===== config.mk =====
export PLATFORM = sky130hd
export DESIGN_NAME = rc_channel_frame_parser
export DESIGN_NICKNAME = d
export VERILOG_FILES = /design/src/hdl/rcfp_pkg.sv /design/src/hdl/rc_channel_frame_parser.sv
export VERILOG_INCLUDE_DIRS = /design/src /design/src/hdl
export SDC_FILE = /design/constraint.sdc
export NUM_CORES = 1
export LEC_CHECK = 0
export ABC_CLOCK_PERIOD_IN_PS = 28900
export BUFFER_PORTS_ARGS = -buffer_cell sky130_fd_sc_hd__buf_2
export CAP_MARGIN = 10
export CELL_PAD_IN_SITES_DETAIL_PLACEMENT = 0
export CELL_PAD_IN_SITES_GLOBAL_PLACEMENT = 2
export CORE_MARGIN = 2
export CORE_UTILIZATION = 44
export DETAILED_ROUTE_END_ITERATION = 8
export PLACE_DENSITY = 0.85
export RECOVER_POWER = 50
export SLEW_MARGIN = 20
export SYNTH_ARGS = -nofsm -noshare
export SYNTH_HDL_FRONTEND = slang
export SYNTH_SLANG_ARGS = --single-unit

===== constraint.sdc =====
create_clock -name clk_i -period 28.9 [get_ports clk_i]
set_input_delay 2.89 -clock clk_i [delete_from_list [all_inputs] [get_ports clk_i]]
set_output_delay 2.89 -clock clk_i [all_outputs]
set_load 0.02 [all_outputs]

===== src/hdl/rc_channel_frame_parser_macros.svh =====
// Assertion macros for the RC channel frame parser.
// Both macros assume a clock clk_i and an active-low reset rst_ni in scope.
`ifndef RC_CHANNEL_FRAME_PARSER_MACROS_SVH
`define RC_CHANNEL_FRAME_PARSER_MACROS_SVH

`ifndef SYNTHESIS

// Property must hold at every clock edge outside reset
`define RCFP_ASSERT(name, prop, msg) \
  name: assert property (@(posedge clk_i) disable iff (!rst_ni) (prop)) else $error(msg);

// Condition must never be seen outside reset
`define RCFP_ASSERT_NEVER(name, cond, msg) \
  `RCFP_ASSERT(name, !(cond), msg)

`else

`define RCFP_ASSERT(name, prop, msg)
`define RCFP_ASSERT_NEVER(name, cond, msg)

`endif

`endif


===== src/hdl/rcfp_pkg.sv =====
package rcfp_pkg;

  // Frame format
  localparam int unsigned PAYLOAD_BYTES = 22;
  localparam int unsigned PAYLOAD_W     = PAYLOAD_BYTES * 8;
  localparam int unsigned CHAN_BITS     = 11;
  localparam int unsigned IDX_BITS      = 4;
  localparam int unsigned CNT_BITS      = 5;
  localparam int unsigned NUM_CHANNELS_DEF = 16;

  localparam logic [7:0] LEN_BYTE      = 8'(PAYLOAD_BYTES + 2);
  localparam logic [7:0] FRAME_TYPE_RC = 8'h16;

  // Configuration port
  localparam int unsigned CFG_IDX_W  = 3;
  localparam int unsigned CFG_DATA_W = CHAN_BITS;

  localparam logic [CFG_IDX_W-1:0] CFG_ADDR_PRI = 3'd0;
  localparam logic [CFG_IDX_W-1:0] CFG_ADDR_SEC = 3'd1;
  localparam logic [CFG_IDX_W-1:0] CFG_CHAN_MIN = 3'd2;
  localparam logic [CFG_IDX_W-1:0] CFG_CHAN_MAX = 3'd3;
  localparam logic [CFG_IDX_W-1:0] CFG_CHAN_MID = 3'd4;

  // Register reset values
  localparam logic [7:0]           RST_ADDR_PRI = 8'd200;
  localparam logic [7:0]           RST_ADDR_SEC = 8'd0;
  localparam logic [CHAN_BITS-1:0] RST_CHAN_MIN = 11'd172;
  localparam logic [CHAN_BITS-1:0] RST_CHAN_MAX = 11'd1811;
  localparam logic [CHAN_BITS-1:0] RST_CHAN_MID = 11'd992;

endpackage


===== src/hdl/rc_channel_frame_parser.sv =====
// Packed RC-channels frame parser. Received bytes arrive one beat at a time on
// the input channel: an address byte matching either address register, a
// length byte of 24, the type byte 0x16, 22 payload bytes and a trailer byte
// (not checked as a CRC). A bad length or type byte drops the frame. After the
// trailer beat the payload, held in a 176-bit shift register, is unpacked by
// one shared 11-bit shift and range-compare step that produces one channel per
// cycle while the output is not stalled. After the trailer beat in_stall_o
// stays high until the last channel has been handed to the output register.
// Each output beat carries channel index, value (channel_mid if the raw value
// lies outside channel_min..channel_max), the out-of-range flag and a last flag.
`include "rc_channel_frame_parser_macros.svh"

module rc_channel_frame_parser #(
  parameter int unsigned NUM_CHANNELS = rcfp_pkg::NUM_CHANNELS_DEF
) (
  input  logic                             clk_i,
  input  logic                             rst_ni,
  // configuration write port
  input  logic                             cfg_we_i,
  input  logic [rcfp_pkg::CFG_IDX_W-1:0]   cfg_idx_i,
  input  logic [rcfp_pkg::CFG_DATA_W-1:0]  cfg_data_i,
  // received bytes
  input  logic                             in_valid_i,
  output logic                             in_stall_o,
  input  logic [7:0]                       rx_byte_i,
  // channel results
  output logic                             out_valid_o,
  input  logic                             out_stall_i,
  output logic [rcfp_pkg::IDX_BITS-1:0]    channel_index_o,
  output logic [rcfp_pkg::CHAN_BITS-1:0]   channel_value_o,
  output logic                             out_of_range_o,
  output logic                             last_channel_o
);

  localparam int unsigned PW = rcfp_pkg::PAYLOAD_W;
  localparam int unsigned CB = rcfp_pkg::CHAN_BITS;
  localparam int unsigned IB = rcfp_pkg::IDX_BITS;
  localparam int unsigned NB = rcfp_pkg::CNT_BITS;
  localparam logic [IB-1:0] LAST_IDX = IB'(NUM_CHANNELS - 1);
  localparam logic [NB-1:0] LAST_BYTE = NB'(rcfp_pkg::PAYLOAD_BYTES - 1);

  typedef enum logic [2:0] {
    ST_ADDR,
    ST_SIZE,
    ST_TYPE,
    ST_PAYLOAD,
    ST_TRAILER,
    ST_EMIT
  } state_e;

  state_e          state_q, state_d;
  logic [NB-1:0]   byte_cnt_q, byte_cnt_d;
  logic [IB-1:0]   chan_cnt_q, chan_cnt_d;
  logic [PW-1:0]   payload_q, payload_d;

  logic [7:0]      addr_pri_q, addr_sec_q;
  logic [CB-1:0]   chan_min_q, chan_max_q, chan_mid_q;

  logic            out_valid_q, out_valid_d;
  logic [IB-1:0]   out_idx_q, out_idx_d;
  logic [CB-1:0]   out_val_q, out_val_d;
  logic            out_oor_q, out_oor_d;
  logic            out_last_q, out_last_d;

  logic            in_acc;
  logic            out_free;
  logic [CB-1:0]   raw_chan;
  logic            raw_bad;

  assign in_stall_o = (state_q == ST_EMIT);
  assign in_acc     = in_valid_i && !in_stall_o;
  assign out_free   = !out_valid_q || !out_stall_i;

  // shared unit: lowest 11 bits of the shift register against the limits
  assign raw_chan = payload_q[CB-1:0];
  assign raw_bad  = (raw_chan < chan_min_q) || (raw_chan > chan_max_q);

  // configuration registers
  always_ff @(posedge clk_i or negedge rst_ni) begin
    if (!rst_ni) begin
      addr_pri_q <= rcfp_pkg::RST_ADDR_PRI;
      addr_sec_q <= rcfp_pkg::RST_ADDR_SEC;
      chan_min_q <= rcfp_pkg::RST_CHAN_MIN;
      chan_max_q <= rcfp_pkg::RST_CHAN_MAX;
      chan_mid_q <= rcfp_pkg::RST_CHAN_MID;
    end else if (cfg_we_i) begin
      case (cfg_idx_i)
        rcfp_pkg::CFG_ADDR_PRI: addr_pri_q <= cfg_data_i[7:0];
        rcfp_pkg::CFG_ADDR_SEC: addr_sec_q <= cfg_data_i[7:0];
        rcfp_pkg::CFG_CHAN_MIN: chan_min_q <= cfg_data_i;
        rcfp_pkg::CFG_CHAN_MAX: chan_max_q <= cfg_data_i;
        rcfp_pkg::CFG_CHAN_MID: chan_mid_q <= cfg_data_i;
        default: ;
      endcase
    end
  end

  // sequencer next state
  always_comb begin
    state_d     = state_q;
    byte_cnt_d  = byte_cnt_q;
    chan_cnt_d  = chan_cnt_q;
    payload_d   = payload_q;
    out_valid_d = out_valid_q && out_stall_i;
    out_idx_d   = out_idx_q;
    out_val_d   = out_val_q;
    out_oor_d   = out_oor_q;
    out_last_d  = out_last_q;

    case (state_q)
      ST_ADDR: begin
        if (in_acc && (rx_byte_i == addr_pri_q || rx_byte_i == addr_sec_q)) begin
          state_d = ST_SIZE;
        end
      end
      ST_SIZE: begin
        if (in_acc) begin
          state_d = (rx_byte_i == rcfp_pkg::LEN_BYTE) ? ST_TYPE : ST_ADDR;
        end
      end
      ST_TYPE: begin
        if (in_acc) begin
          byte_cnt_d = '0;
          state_d    = (rx_byte_i == rcfp_pkg::FRAME_TYPE_RC) ? ST_PAYLOAD : ST_ADDR;
        end
      end
      ST_PAYLOAD: begin
        // bytes shift in from the top, so byte k ends at bits 8k+7:8k
        if (in_acc) begin
          if (byte_cnt_q > LAST_BYTE) begin
            state_d = ST_ADDR;
          end else begin
            payload_d  = {rx_byte_i, payload_q[PW-1:8]};
            byte_cnt_d = byte_cnt_q + NB'(1);
            if (byte_cnt_q == LAST_BYTE) begin
              state_d = ST_TRAILER;
            end
          end
        end
      end
      ST_TRAILER: begin
        if (in_acc) begin
          chan_cnt_d = '0;
          state_d    = ST_EMIT;
        end
      end
      ST_EMIT: begin
        // one channel per cycle whenever the output register is free
        if (out_free) begin
          out_valid_d = 1'b1;
          out_idx_d   = chan_cnt_q;
          out_val_d   = raw_bad ? chan_mid_q : raw_chan;
          out_oor_d   = raw_bad;
          out_last_d  = (chan_cnt_q == LAST_IDX);
          payload_d   = {{CB{1'b0}}, payload_q[PW-1:CB]};
          chan_cnt_d  = chan_cnt_q + IB'(1);
          if (chan_cnt_q == LAST_IDX) begin
            state_d = ST_ADDR;
          end
        end
      end
      default: begin
        state_d = ST_ADDR;
      end
    endcase
  end

  // state and registered outputs
  always_ff @(posedge clk_i or negedge rst_ni) begin
    if (!rst_ni) begin
      state_q     <= ST_ADDR;
      byte_cnt_q  <= '0;
      chan_cnt_q  <= '0;
      out_valid_q <= 1'b0;
      out_idx_q   <= '0;
      out_val_q   <= '0;
      out_oor_q   <= 1'b0;
      out_last_q  <= 1'b0;
    end else begin
      state_q     <= state_d;
      byte_cnt_q  <= byte_cnt_d;
      chan_cnt_q  <= chan_cnt_d;
      out_valid_q <= out_valid_d;
      out_idx_q   <= out_idx_d;
      out_val_q   <= out_val_d;
      out_oor_q   <= out_oor_d;
      out_last_q  <= out_last_d;
    end
  end

  // payload shift register
  always_ff @(posedge clk_i) begin
    payload_q <= payload_d;
  end

  assign out_valid_o     = out_valid_q;
  assign channel_index_o = out_idx_q;
  assign channel_value_o = out_val_q;
  assign out_of_range_o  = out_oor_q;
  assign last_channel_o  = out_last_q;

  // checks
  `RCFP_ASSERT(a_trailer_starts_emit,
               (in_acc && state_q == ST_TRAILER) |=> (state_q == ST_EMIT),
               "trailer beat did not start channel output")
  `RCFP_ASSERT_NEVER(a_last_index,
                     out_valid_o && last_channel_o && (channel_index_o != LAST_IDX),
                     "last flag on a channel other than the final one")

endmodule


==> results of run 1 <==
## how the worst max path moves through the flow
stage,from,depth (start not counted),to
after floorplan,out_stall_i,4,payload_q[0]
after global placement,out_stall_i,5,payload_q[121]
after detailed placement,out_stall_i,5,payload_q[102]
after CTS,state_q[1],4,in_stall_o
after global routing,state_q[1],6,payload_q[150]
final,state_q[1],6,payload_q[150]
## worst min-delay path, cell delays in order, from the launching register on
cell and delay [ns]:
dfrtp_1 0.34, nand2_1 0.05, nand2_1 0.06
## Yosys cell counts (14+ instances only)
cell type	count	area share
nand2_1	534	0.17
edfxtp_1	176	0.46
dfrtp_1	61	0.13
mux2_2	40	0.039
nor2_1	28	0.0092
o21ai_0	27	0.012
clkbuf_1	26	0.0085
ha_1	24	0.026
inv_1	24	0.0078
a21oi_1	23	0.010
buf_2	21	0.0092
dfstp_2	18	0.041
a31oi_1	14	0.0076
## cell families (layout without fill, tap and decap cells)
| group | count (synthesis) | count (layout) | share of synthesized area |
|---|---|---|---|
| xor gates and xnor gates | 20 | 20 | 0.01525 |
| AOI/OAI and AO/OA | 80 | 80 | 0.04205 |
| muxes | 42 | 42 | 0.04118 |
| adders and majority gates | 24 | 24 | 0.02615 |
| buffers and inverters | 75 | 130 | 0.02876 |
| DFF | 255 | 255 | 0.6343 |
| and+or+nand+nor | 613 | 613 | 0.2123 |
## layer usage
layer	global-route usage	share of wire	vias to the layer above
met1	0.2350	0.49	3459
li1	-	-	3758
met3	0.02697	0.034	32
met2	0.2650	0.46	71
met5	0	0	-
met4	0.03958	0.016	0
## state kept, by name (all words and copies together), names as in the netlist
| name | flops |
|---|---|
| addr_pri_q | 8 |
| addr_sec_q | 8 |
| byte_cnt_q | 5 |
| chan_cnt_q | 4 |
| chan_max_q | 11 |
| chan_mid_q | 11 |
| chan_min_q | 11 |
| channel_index_o | 4 |
| channel_value_o | 11 |
| last_channel_o | 1 |
| out_of_range_o | 1 |
| out_valid_o | 1 |
| payload_q | 176 |
| state_q | 3 |
## power by group
group | internal, W | switching (W)
logic | 0.0000368 | 0.0000508
clock network | 0.000193 | 0.000142
registers | 0.000421 | 0.0000165
## through the flow
step / instances / setup WS (ns) / hold slack [ns] / instance area [um2]
6_report: 1499 / 22.07 / 0.4812 / 12840
5_1_grt: 1499 / 21.30 / 0.5056 / 12840
4_1_cts: 1498 / 23.66 / 0.4777 / 12860
3_5_place_dp: 1445 / 23.89 / 0.4617 / 11990
3_3_place_gp: 1445 / 23.91 / 0.4676 / 11980
2_1_floorplan: 1109 / 16.57 / 0.4741 / 11480
## layout make-up
cell class / count / area share
multi-input combinational: 779 / 0.3034
timing repair buffer: 53 / 0.02144
sequential: 255 / 0.5674
inverter: 24 / 0.007212
clock inverter: 13 / 0.004971
clock buffer: 40 / 0.06287
tap: 335 / 0.03265
==> metrics.csv, run 1 <==
stage,metric,value,unit
die,start_util,0.4445,
layout,post-route-util,0.4969,
timing,fin_crit_sh,0.2364,
setup_path,arrival,7.22,ns
setup_path,r2r_slack,22.07,ns
logic_synthesis,netlist_area,0.01148,mm2
layout,diodes,0,
logic_synthesis,syn-num-nets,1160,
routing,wire_per_inst,14.94,um
logic_synthesis,syn_avg_cell_area,10.36,um2
cts,clk_pin_slew,0.06,ns
cts,cts_resized,0,
cts,cts_made_buffers,29,
layout,ff_latch_area,0.007284,mm2
routing,drt_iter0_markers,632,
logic_synthesis,synth_edf_count,176,
timing,finClkSkew,0.02312,ns
layout,multi_input_comb_area,0.003895,mm2
cts,numClockSinks,255,
logic_synthesis,ys_seq_area_frac,0.6343,
logic_synthesis,ys_ff_latch,255,
setup_path,path_cells,"nor2b_1, nand2_4, clkbuf_1, clkbuf_1, nand2_1, nand2_1",
die,dieHeight,165.6,um
grt,antenna_found_initial,0,
timing,fmax,0.1464,GHz
setup_path,crit_slowest_cell,clkbuf_1,
routing,dr_total_vias,7320,
power_and_ir_drop,power.density,67.06,mW/mm2
grt,grt.total_usage,0.1648,
routing,antenna_left,0,
layout,final_common_cell,nand2_1,
worst_hold_path,hp-class,flop to flop,
setup_path,path_delay_family,buffers and inverters,
timing,tns,0,ns
layout,drive_gt1_frac,0.1332,
die,rows,59,
cts,cts_root_buf,clkbuf_16,
logic_synthesis,synth_cells,1109,
timing,setup_viol,0,
setup_path,cpPeakStageDelay,3.43,ns
setup_path,start_kind,flop,
routing,viasPerCell,4.883,
cts,ctsHoldBuffers,0,
routing,drc_errors,0,
grt,grt_pass1_wl,36360,um
cts,clock_path_buffers,3,
layout,final_cell_mix,"533 x nand2_1, 176 x edfxtp_1, 61 x dfrtp_1",
cts,clk_latency,0.54,ns
cts,cts_max_level,1,
layout,area_growth,11.78,%
layout,final_net_count,1193,
grt,grt_max_degree,177,
cts,cts_tree,built,
job,maxCapViolations,3,
die,die-width,165.6,um
routing,first_pass_iters,4,
placed_design,io_buffers,45,
setup_path,rr_worst_depth,6,
die,die_area,0.02741,mm2
placed_design,dp_hpwl,13260,um
run_status,failed_checks,"max-capacitance violations, max-slew violations",
power_and_ir_drop,p_leak,5.377,nW
worst_hold_path,min_to,channel_index_o[3],
setup_path,reg2reg_from,state_q[1],
timing,rsz0062_at_grt,false,
power_and_ir_drop,p_total,0.0008608,W
setup_path,path_max_fanout,117,
setup_path,cp-end-kind,flop,
worst_hold_path,hp-start,channel_index_o[3],
setup_path,worst_r2r_endpoint,payload_q[150],
logic_synthesis,ys.flop_type,edfxtp_1,
cts,post-cts-setup-buffer-count,0,
logic_synthesis,synthDistinctLibCells,45,
routing,routed_wl,22390,um
logic_synthesis,yosysWarnings,0,
logic_synthesis,async_reset_ff_frac,0.3098,
die,coreArea,0.02584,mm2
worst_hold_path,hold_depth,2,
placed_design,place_congestion,0.7778,
timing,finalHoldViolCount,0,
power_and_ir_drop,ir_worst_vdd,0.05259,mV
timing,relSlewSlack,-2.287,
grt,grt_pass1_vias,7041,
layout,fillCellCount,2427,
timing,worstMarginPinSlew,4.930,ns
timing,slew_violations,237,
timing,period_needed,6.832,ns
setup_path,critPathKind,flop to flop,
setup_path,cp.required,29.29,ns
grt,gr-total-overflow,0,
die,ios,46,
setup_path,critPathBufInv,2,
run_status,status,finished with violations,
Note: power is estimated with default switching activity, not from simulation.
==> run 2, diff against run 1 <==
--- a/config.mk
+++ b/config.mk
@@ -6,15 +6,15 @@
 export SDC_FILE = /design/constraint.sdc
 export NUM_CORES = 1
 export LEC_CHECK = 0
-export ABC_CLOCK_PERIOD_IN_PS = 28900
+export ABC_CLOCK_PERIOD_IN_PS = 6580
 export BUFFER_PORTS_ARGS = -buffer_cell sky130_fd_sc_hd__buf_2
 export CAP_MARGIN = 10
 export CELL_PAD_IN_SITES_DETAIL_PLACEMENT = 0
 export CELL_PAD_IN_SITES_GLOBAL_PLACEMENT = 2
 export CORE_MARGIN = 2
-export CORE_UTILIZATION = 44
+export CORE_UTILIZATION = 41
 export DETAILED_ROUTE_END_ITERATION = 8
-export PLACE_DENSITY = 0.85
+export PLACE_DENSITY = 0.8
 export RECOVER_POWER = 50
 export SLEW_MARGIN = 20
 export SYNTH_ARGS = -nofsm -noshare
==> constraint.sdc (replaced) <==
create_clock -name clk_i -period 6.58 [get_ports clk_i]
set_input_delay 0.658 -clock clk_i [delete_from_list [all_inputs] [get_ports clk_i]]
set_output_delay 0.658 -clock clk_i [all_outputs]
set_load 0.02 [all_outputs]
==> run 2 against run 1 <==
The flow now finishes without violations. Die area rose by 7.1%. Clock-buffer cell count increased by 6. Largest cell class unchanged. Clock skew down 0.0086 ns. Combinational power rose to 4.4 times the previous value. Design area up 0.61%. Sequential cell count did not move. Sequential share of layout area down 0.35 points. Global-route usage down 0.65 points. Utilization shrank 3.1 points. Critical endpoint is now payload_q[110].
==> metrics.csv, run 2 (synthesis gave the netlist of run 1 again) <==
stage,metric,value,unit,change
layout,final_common_cell,nand2_1,,
setup_path,path_cells,"nor2b_1, nand2_4, clkinvlp_2, nand2_1, a21oi_1, clkbuf_1, buf_12",,
timing,period_needed,4.172,ns,-2.660 ns
routing,antenna_left,0,,unchanged
power_and_ir_drop,power_frac_clock,0.394,,+0.004
timing,worstMarginPinSlew,1.374,ns,-3.556 ns
power_and_ir_drop,swShare,0.2397,,-0.003602
layout,diodes,0,,unchanged
timing,fmax,0.2397,GHz,+64%
die,start_util,0.4145,,-0.02997
timing,fin_crit_sh,0.6341,,+0.3977
die,die-width,171.4,um,+3.5%
run_status,status,"finished, final reports clean",,
cts,cts_tree,built,,
setup_path,path_delay_family,buffers and inverters,,
layout,post-route-util,0.4662,,-0.03066
timing,finClkSkew,0.01451,ns,-0.008608 ns
routing,routed_wl,22770,um,+1.7%
layout,fillCellCount,2620,,+8.0%
setup_path,path_max_fanout,55,,-53%
cts,cts_max_level,1,,unchanged
cts,ctsHoldBuffers,0,,unchanged
setup_path,worst_r2r_endpoint,payload_q[110],,
power_and_ir_drop,power.switching,0.0009111,W,+330%
timing,setup_slack,2.408,ns,-19.66 ns
routing,wire_per_inst,14.76,um,-1.2%
power_and_ir_drop,p_int,0.002889,W,+340%
timing,rsz0062_at_grt,false,,
cts,clk_pin_slew,0.06,ns,about the same
routing,viasPerCell,4.821,,-1.3%
placed_design,dp_slack,3.451,ns,-20.44 ns
power_and_ir_drop,p_seq_frac,0.505,,-0.003
cts,post-cts-setup-buffer-count,0,,unchanged
grt,grt_max_degree,97,,-45%
die,rows,61,,+3.4%
grt,grt.total_usage,0.1583,,-0.006490
routing,first_pass_iters,4,,unchanged
die,ios,46,,unchanged
job,maxCapViolations,0,,-3
setup_path,start_kind,flop,,
setup_path,cp.required,6.79,ns,-22.50 ns
power_and_ir_drop,power.density,294.2,mW/mm2,+340%
timing,whs,0.1614,ns,-0.3197 ns
routing,dr_total_vias,7439,,+1.6%
cts,clk_latency,0.54,ns,about the same
layout,ff_latch_area,0.007284,mm2,unchanged
setup_path,rr_worst_depth,7,,+1
setup_path,critPathBufInv,3,,+1
setup_path,r2r_slack,2.41,ns,-19.66 ns
power_and_ir_drop,p_leak,5.354,nW,-0.42%
layout,multi_input_comb_area,0.003882,mm2,-0.32%
timing,tns,0,ns,unchanged
layout,largest-register,payload_q,,
power_and_ir_drop,combPwrFrac,0.101,,about the same
die,dieHeight,171.4,um,+3.5%
cts,clock_path_buffers,3,,unchanged
routing,drc_errors,0,,unchanged
die,die_area,0.02937,mm2,+7.1%
routing,drt_iter0_markers,524,,-17%
setup_path,crit_slowest_cell,a21oi_1,,
timing,setup_viol,0,,unchanged
layout,final_net_count,1196,,+0.25%
layout,area_growth,12.46,%,
setup_path,cp-end-kind,flop,,
setup_path,reg2reg_from,state_q[1],,
power_and_ir_drop,ir_worst_vdd,0.2307,mV,+340%
placed_design,placed_area,0.01209,mm2,+0.81%
timing,slew_violations,0,,-100%
grt,gr-total-overflow,0,,unchanged
setup_path,arrival,4.38,ns,-2.84 ns
grt,antenna_found_initial,0,,unchanged
timing,relSlewSlack,0.08398,,+2.371
layout,largest_reg_flops,176,,unchanged
setup_path,critPathKind,flop to flop,,
placed_design,place_congestion,0.7902,,+1.6%
grt,grt_pass1_vias,7232,,+2.7%
cts,cts_resized,0,,unchanged
placed_design,dp_hpwl,13850,um,+4.4%
cts,cts_root_buf,clkbuf_16,,
die,coreArea,0.02771,mm2,+7.2%
grt,grt_pass1_wl,37450,um,+3.0%
timing,finalHoldViolCount,0,,unchanged
cts,cts_made_buffers,29,,unchanged
cts,numClockSinks,255,,unchanged
setup_path,cpPeakStageDelay,1.21,ns,-2.22 ns
placed_design,io_buffers,45,,unchanged
layout,final_cell_mix,"534 x nand2_1, 176 x edfxtp_1, 61 x dfrtp_1",,
layout,design_area,0.01292,mm2,+0.61%
layout,drive_gt1_frac,0.1159,,-0.01728
worst_hold_path,hp-class,primary input to async pin,,
## run 2: changes by cell type in the layout (fill, tap and decap cells not counted), sizes merged
cell    previous run  this run
clkinv            11         3
bufinv             0         1
inv               25        24
buf               45        33
clkbuf            48        69
## run 2: how the worst max path moves through the flow
stage,from,end,slack [ns],depth (start not counted)
after floorplan,state_q[1],payload_q[0],1.95,7
after global placement,state_q[1],payload_q[29],3.49,6
after detailed placement,state_q[1],payload_q[48],3.45,6
after CTS,state_q[1],payload_q[40],3.44,6
after global routing,state_q[1],payload_q[102],1.99,7
final,state_q[1],payload_q[110],2.41,7
## run 2: cell type report
class | instances | share of cell area
timing repair buffer | 56 | 0.02422
tap | 378 | 0.03662
multi-input combinational | 779 | 0.3006
inverter | 24 | 0.007072
clock inverter | 5 | 0.004069
sequential | 255 | 0.5640
clock buffer | 46 | 0.06345
## run 2: worst register-to-register path, delay by kind of cell (launching register included)
kind | cells | cell delay (ns)
AOI/OAI and AO/OA | 1 | 1.21
buffers and inverters | 3 | 1.38
DFF | 1 | 0.47
and+or+nand+nor | 3 | 0.74
## run 2: per-layer routing
layer	GRT usage	part of all wire	up-vias
met5	0	0	-
met3	0.02623	0.029	32
li1	-	-	3776
met2	0.2532	0.46	73
met1	0.2268	0.49	3558
met4	0.03685	0.018	0
## run 2: through the flow
| stage | total power, W | std cells |
|---|---|---|
| after detailed placement | 0.002344 | 1491 |
| after global placement | 0.002334 | 1491 |
| after global routing | 0.003984 | 1543 |
| final | 0.003801 | 1543 |
| after CTS | 0.003861 | 1542 |
| after floorplan | 0.002226 | 1109 |
## run 2: power by group through the flow
stage	clock [W]	sequential (W)	combinational, W
after detailed placement	0	0.00195	0.000394
final	0.00150	0.00192	0.000383
after CTS	0.00155	0.00192	0.000395
after global routing	0.00161	0.00193	0.000440
after floorplan	0	0.00195	0.000273
after global placement	0	0.00195	0.000386
==> run 3, diff against run 2 <==
--- a/config.mk
+++ b/config.mk
@@ -6,15 +6,15 @@
 export SDC_FILE = /design/constraint.sdc
 export NUM_CORES = 1
 export LEC_CHECK = 0
-export ABC_CLOCK_PERIOD_IN_PS = 6580
+export ABC_CLOCK_PERIOD_IN_PS = 3500
 export BUFFER_PORTS_ARGS = -buffer_cell sky130_fd_sc_hd__buf_2
 export CAP_MARGIN = 10
 export CELL_PAD_IN_SITES_DETAIL_PLACEMENT = 0
 export CELL_PAD_IN_SITES_GLOBAL_PLACEMENT = 2
 export CORE_MARGIN = 2
-export CORE_UTILIZATION = 41
+export CORE_UTILIZATION = 37
 export DETAILED_ROUTE_END_ITERATION = 8
-export PLACE_DENSITY = 0.8
+export PLACE_DENSITY = 0.76
 export RECOVER_POWER = 50
 export SLEW_MARGIN = 20
 export SYNTH_ARGS = -nofsm -noshare
==> constraint.sdc (replaced) <==
create_clock -name clk_i -period 3.5 [get_ports clk_i]
set_input_delay 0.35 -clock clk_i [delete_from_list [all_inputs] [get_ports clk_i]]
set_output_delay 0.35 -clock clk_i [all_outputs]
set_load 0.02 [all_outputs]
==> run 3 against run 2 <==
The run now ends with max-capacitance violations, max-slew violations left. Sequential share of layout area is 0.30 points lower. Non-clock buffer count grew 6. Hold slack lost 0.086 ns. Combinational power is 89% higher. Global-route usage shrank 1.3 points. Highest routed layer unchanged.
==> metrics.csv, run 3 (synthesis gave the netlist of run 1 again) <==
stage,metric,value,unit,change
routing,top_layer_used,met4,,
layout,design_area,0.01299,mm2,+0.53%
timing,setup_viol,0,,unchanged
cts,numClockSinks,255,,unchanged
cts,clock_path_buffers,3,,unchanged
power_and_ir_drop,combPwrFrac,0.102,,about the same
cts,clk_pin_slew,0.06,ns,about the same
placed_design,place_congestion,0.7340,,-7.1%
timing,finClkSkew,0.01085,ns,-0.003662 ns
setup_path,cpPeakStageDelay,0.78,ns,-0.43 ns
timing,worstMarginPinSlew,2.005,ns,+0.6305 ns
layout,largest_reg_flops,176,,unchanged
layout,drive_gt1_frac,0.1221,,+0.006238
routing,dr_wl_met2,10760,um,+2.1%
die,ios,46,,unchanged
setup_path,critPathKind,flop to flop,,
layout,final_net_count,1201,,+0.42%
setup_path,critPathBufInv,3,,unchanged
layout,final_cell_mix,"533 x nand2_1, 176 x edfxtp_1, 61 x dfrtp_1",,
placed_design,io_buffers,45,,unchanged
grt,grt_pass1_wl,39250,um,+4.8%
timing,fin_crit_sh,0.8723,,+0.2382
routing,wl_met3,875,um,+32%
setup_path,cp-end-kind,flop,,
cts,cts_tree,built,,
placed_design,placed_area,0.01218,mm2,+0.77%
power_and_ir_drop,p_seq_frac,0.510,,+0.005
cts,cts_max_level,1,,unchanged
cts,post-cts-setup-buffer-count,0,,unchanged
layout,largest-register,payload_q,,
power_and_ir_drop,power.switching,0.001712,W,+88%
setup_path,start_kind,flop,,
setup_path,path_max_fanout,65,,+18%
timing,rsz0062_at_grt,false,,
placed_design,dp_hpwl,14410,um,+4.1%
run_status,status,finished with violations,,
cts,ctsHoldBuffers,0,,unchanged
timing,period_needed,3.053,ns,-1.119 ns
die,coreArea,0.03059,mm2,+10%
job,maxCapViolations,3,,+3
routing,wl_met1,11320,um,+1.5%
placed_design,placedCellCount,1515,,+1.6%
power_and_ir_drop,power_frac_clock,0.388,,-0.006
setup_path,path_delay_family,buffers and inverters,,
layout,fillCellCount,3024,,+15%
power_and_ir_drop,power.density,546.4,mW/mm2,+86%
routing,first_pass_iters,4,,unchanged
routing,viasPerCell,4.796,,-0.53%
layout,diodes,0,,unchanged
cts,cts_resized,0,,unchanged
layout,multi_input_comb_area,0.003882,mm2,unchanged
routing,drc_errors,0,,unchanged
setup_path,arrival,3.26,ns,-1.12 ns
grt,grt_max_degree,98,,+1.0%
setup_path,crit_slowest_cell,a21oi_2,,
power_and_ir_drop,ir_worst_vdd,0.3512,mV,+52%
layout,area_growth,13.06,%,
setup_path,cp.required,3.71,ns,-3.08 ns
setup_path,path_cells,"nand2_8, clkinvlp_2, nand2_1, buf_4, a21oi_2, buf_4",,
run_status,failed_checks,"max-capacitance violations, max-slew violations",,
setup_path,cp_common_cell,buf_4,,
timing,whs,0.07517,ns,-0.08626 ns
cts,cts_root_buf,clkbuf_16,,
timing,slew_violations,102,,+102
timing,tns,0,ns,unchanged
routing,wire_per_inst,14.92,um,+1.1%
layout,ff_latch_area,0.007284,mm2,unchanged
cts,clk_latency,0.53,ns,about the same
routing,dr_total_vias,7515,,+1.0%
die,dieHeight,180.2,um,+5.1%
grt,antenna_found_initial,0,,unchanged
power_and_ir_drop,p_int,0.005384,W,+86%
power_and_ir_drop,p_leak,5.381,nW,+0.50%
grt,grt.total_usage,0.1449,,-0.01341
grt,gr-total-overflow,0,,unchanged
layout,finalNonFillerCells,1567,,+1.6%
cts,cts_made_buffers,28,,-3.4%
timing,relSlewSlack,-0.3364,,-0.4203
timing,fmax,0.3276,GHz,+37%
die,start_util,0.3754,,-0.03908
timing,finalHoldViolCount,0,,unchanged
worst_hold_path,hp-class,primary input to flop,,
routing,routed_wl,23380,um,+2.7%
die,die_area,0.03246,mm2,+11%
die,die-width,180.2,um,+5.1%
layout,final_common_cell,nand2_1,,
routing,antenna_left,0,,unchanged
routing,drt_iter0_markers,538,,+2.7%
die,rows,64,,+4.9%
power_and_ir_drop,swShare,0.2413,,+0.001519
grt,grt_pass1_vias,7416,,+2.5%
run 3: worst reg2reg max path: stages (launching register included):
cell        delay [ns]
dfrtp_1           0.67
nand2_8           0.33
clkinvlp_2        0.23
nand2_1           0.06
buf_4             0.21
a21oi_2           0.78
buf_4             0.44
run 3: area by class of cell:
type	count	area share
inverters	24	0.007034
flip-flops and latches	255	0.5610
clock inverters	15	0.006841
well taps	396	0.03816
multi-input cells	779	0.2990
repair buffers	62	0.02852
clock buffers	36	0.05945
run 3: layer usage:
layer | vias up | track usage
met1 | 3612 | 0.2091
met5 | - | 0
met4 | 0 | 0.03258
met3 | 28 | 0.02203
met2 | 89 | 0.2316
li1 | 3786 | -
run 3: path summary, 6_finish.rpt:
kind | start | endpoint | slack, ns | cells past startpoint
max in group asynchronous | rst_ni | channel_value_o[5] | 1.38 | 2
max | state_q[0] | payload_q[18] | 0.45 | 6
min reg2reg | channel_index_o[2] | channel_index_o[2] | 0.48 | 2
min | cfg_data_i[10] | chan_min_q[10] | 0.08 | 3
min in group asynchronous | rst_ni | out_of_range_o | 0.92 | 2
max reg2reg | state_q[0] | payload_q[18] | 0.45 | 6
run 3: power by group through the flow:
stage / Combinational, W / Clock (W) / Sequential (W)
floorplan: 0.000515 / 0 / 0.00367
finish: 0.000723 / 0.00275 / 0.00362
detailed placement: 0.000748 / 0 / 0.00368
global route: 0.000837 / 0.00297 / 0.00365
CTS: 0.000752 / 0.00286 / 0.00362
global placement: 0.000740 / 0 / 0.00367
run 3: stage by stage:
stage | utilization | worst slack (ns) | power (W)
floorplan | - | -0.8631 | 0.004189
global placement | 0.3981 | 0.8251 | 0.004410
detailed placement | 0.3981 | 0.7938 | 0.004424
CTS | 0.4263 | 0.5361 | 0.007227
global route | 0.4245 | 0.1901 | 0.007457
finish | 0.4245 | 0.4470 | 0.007095
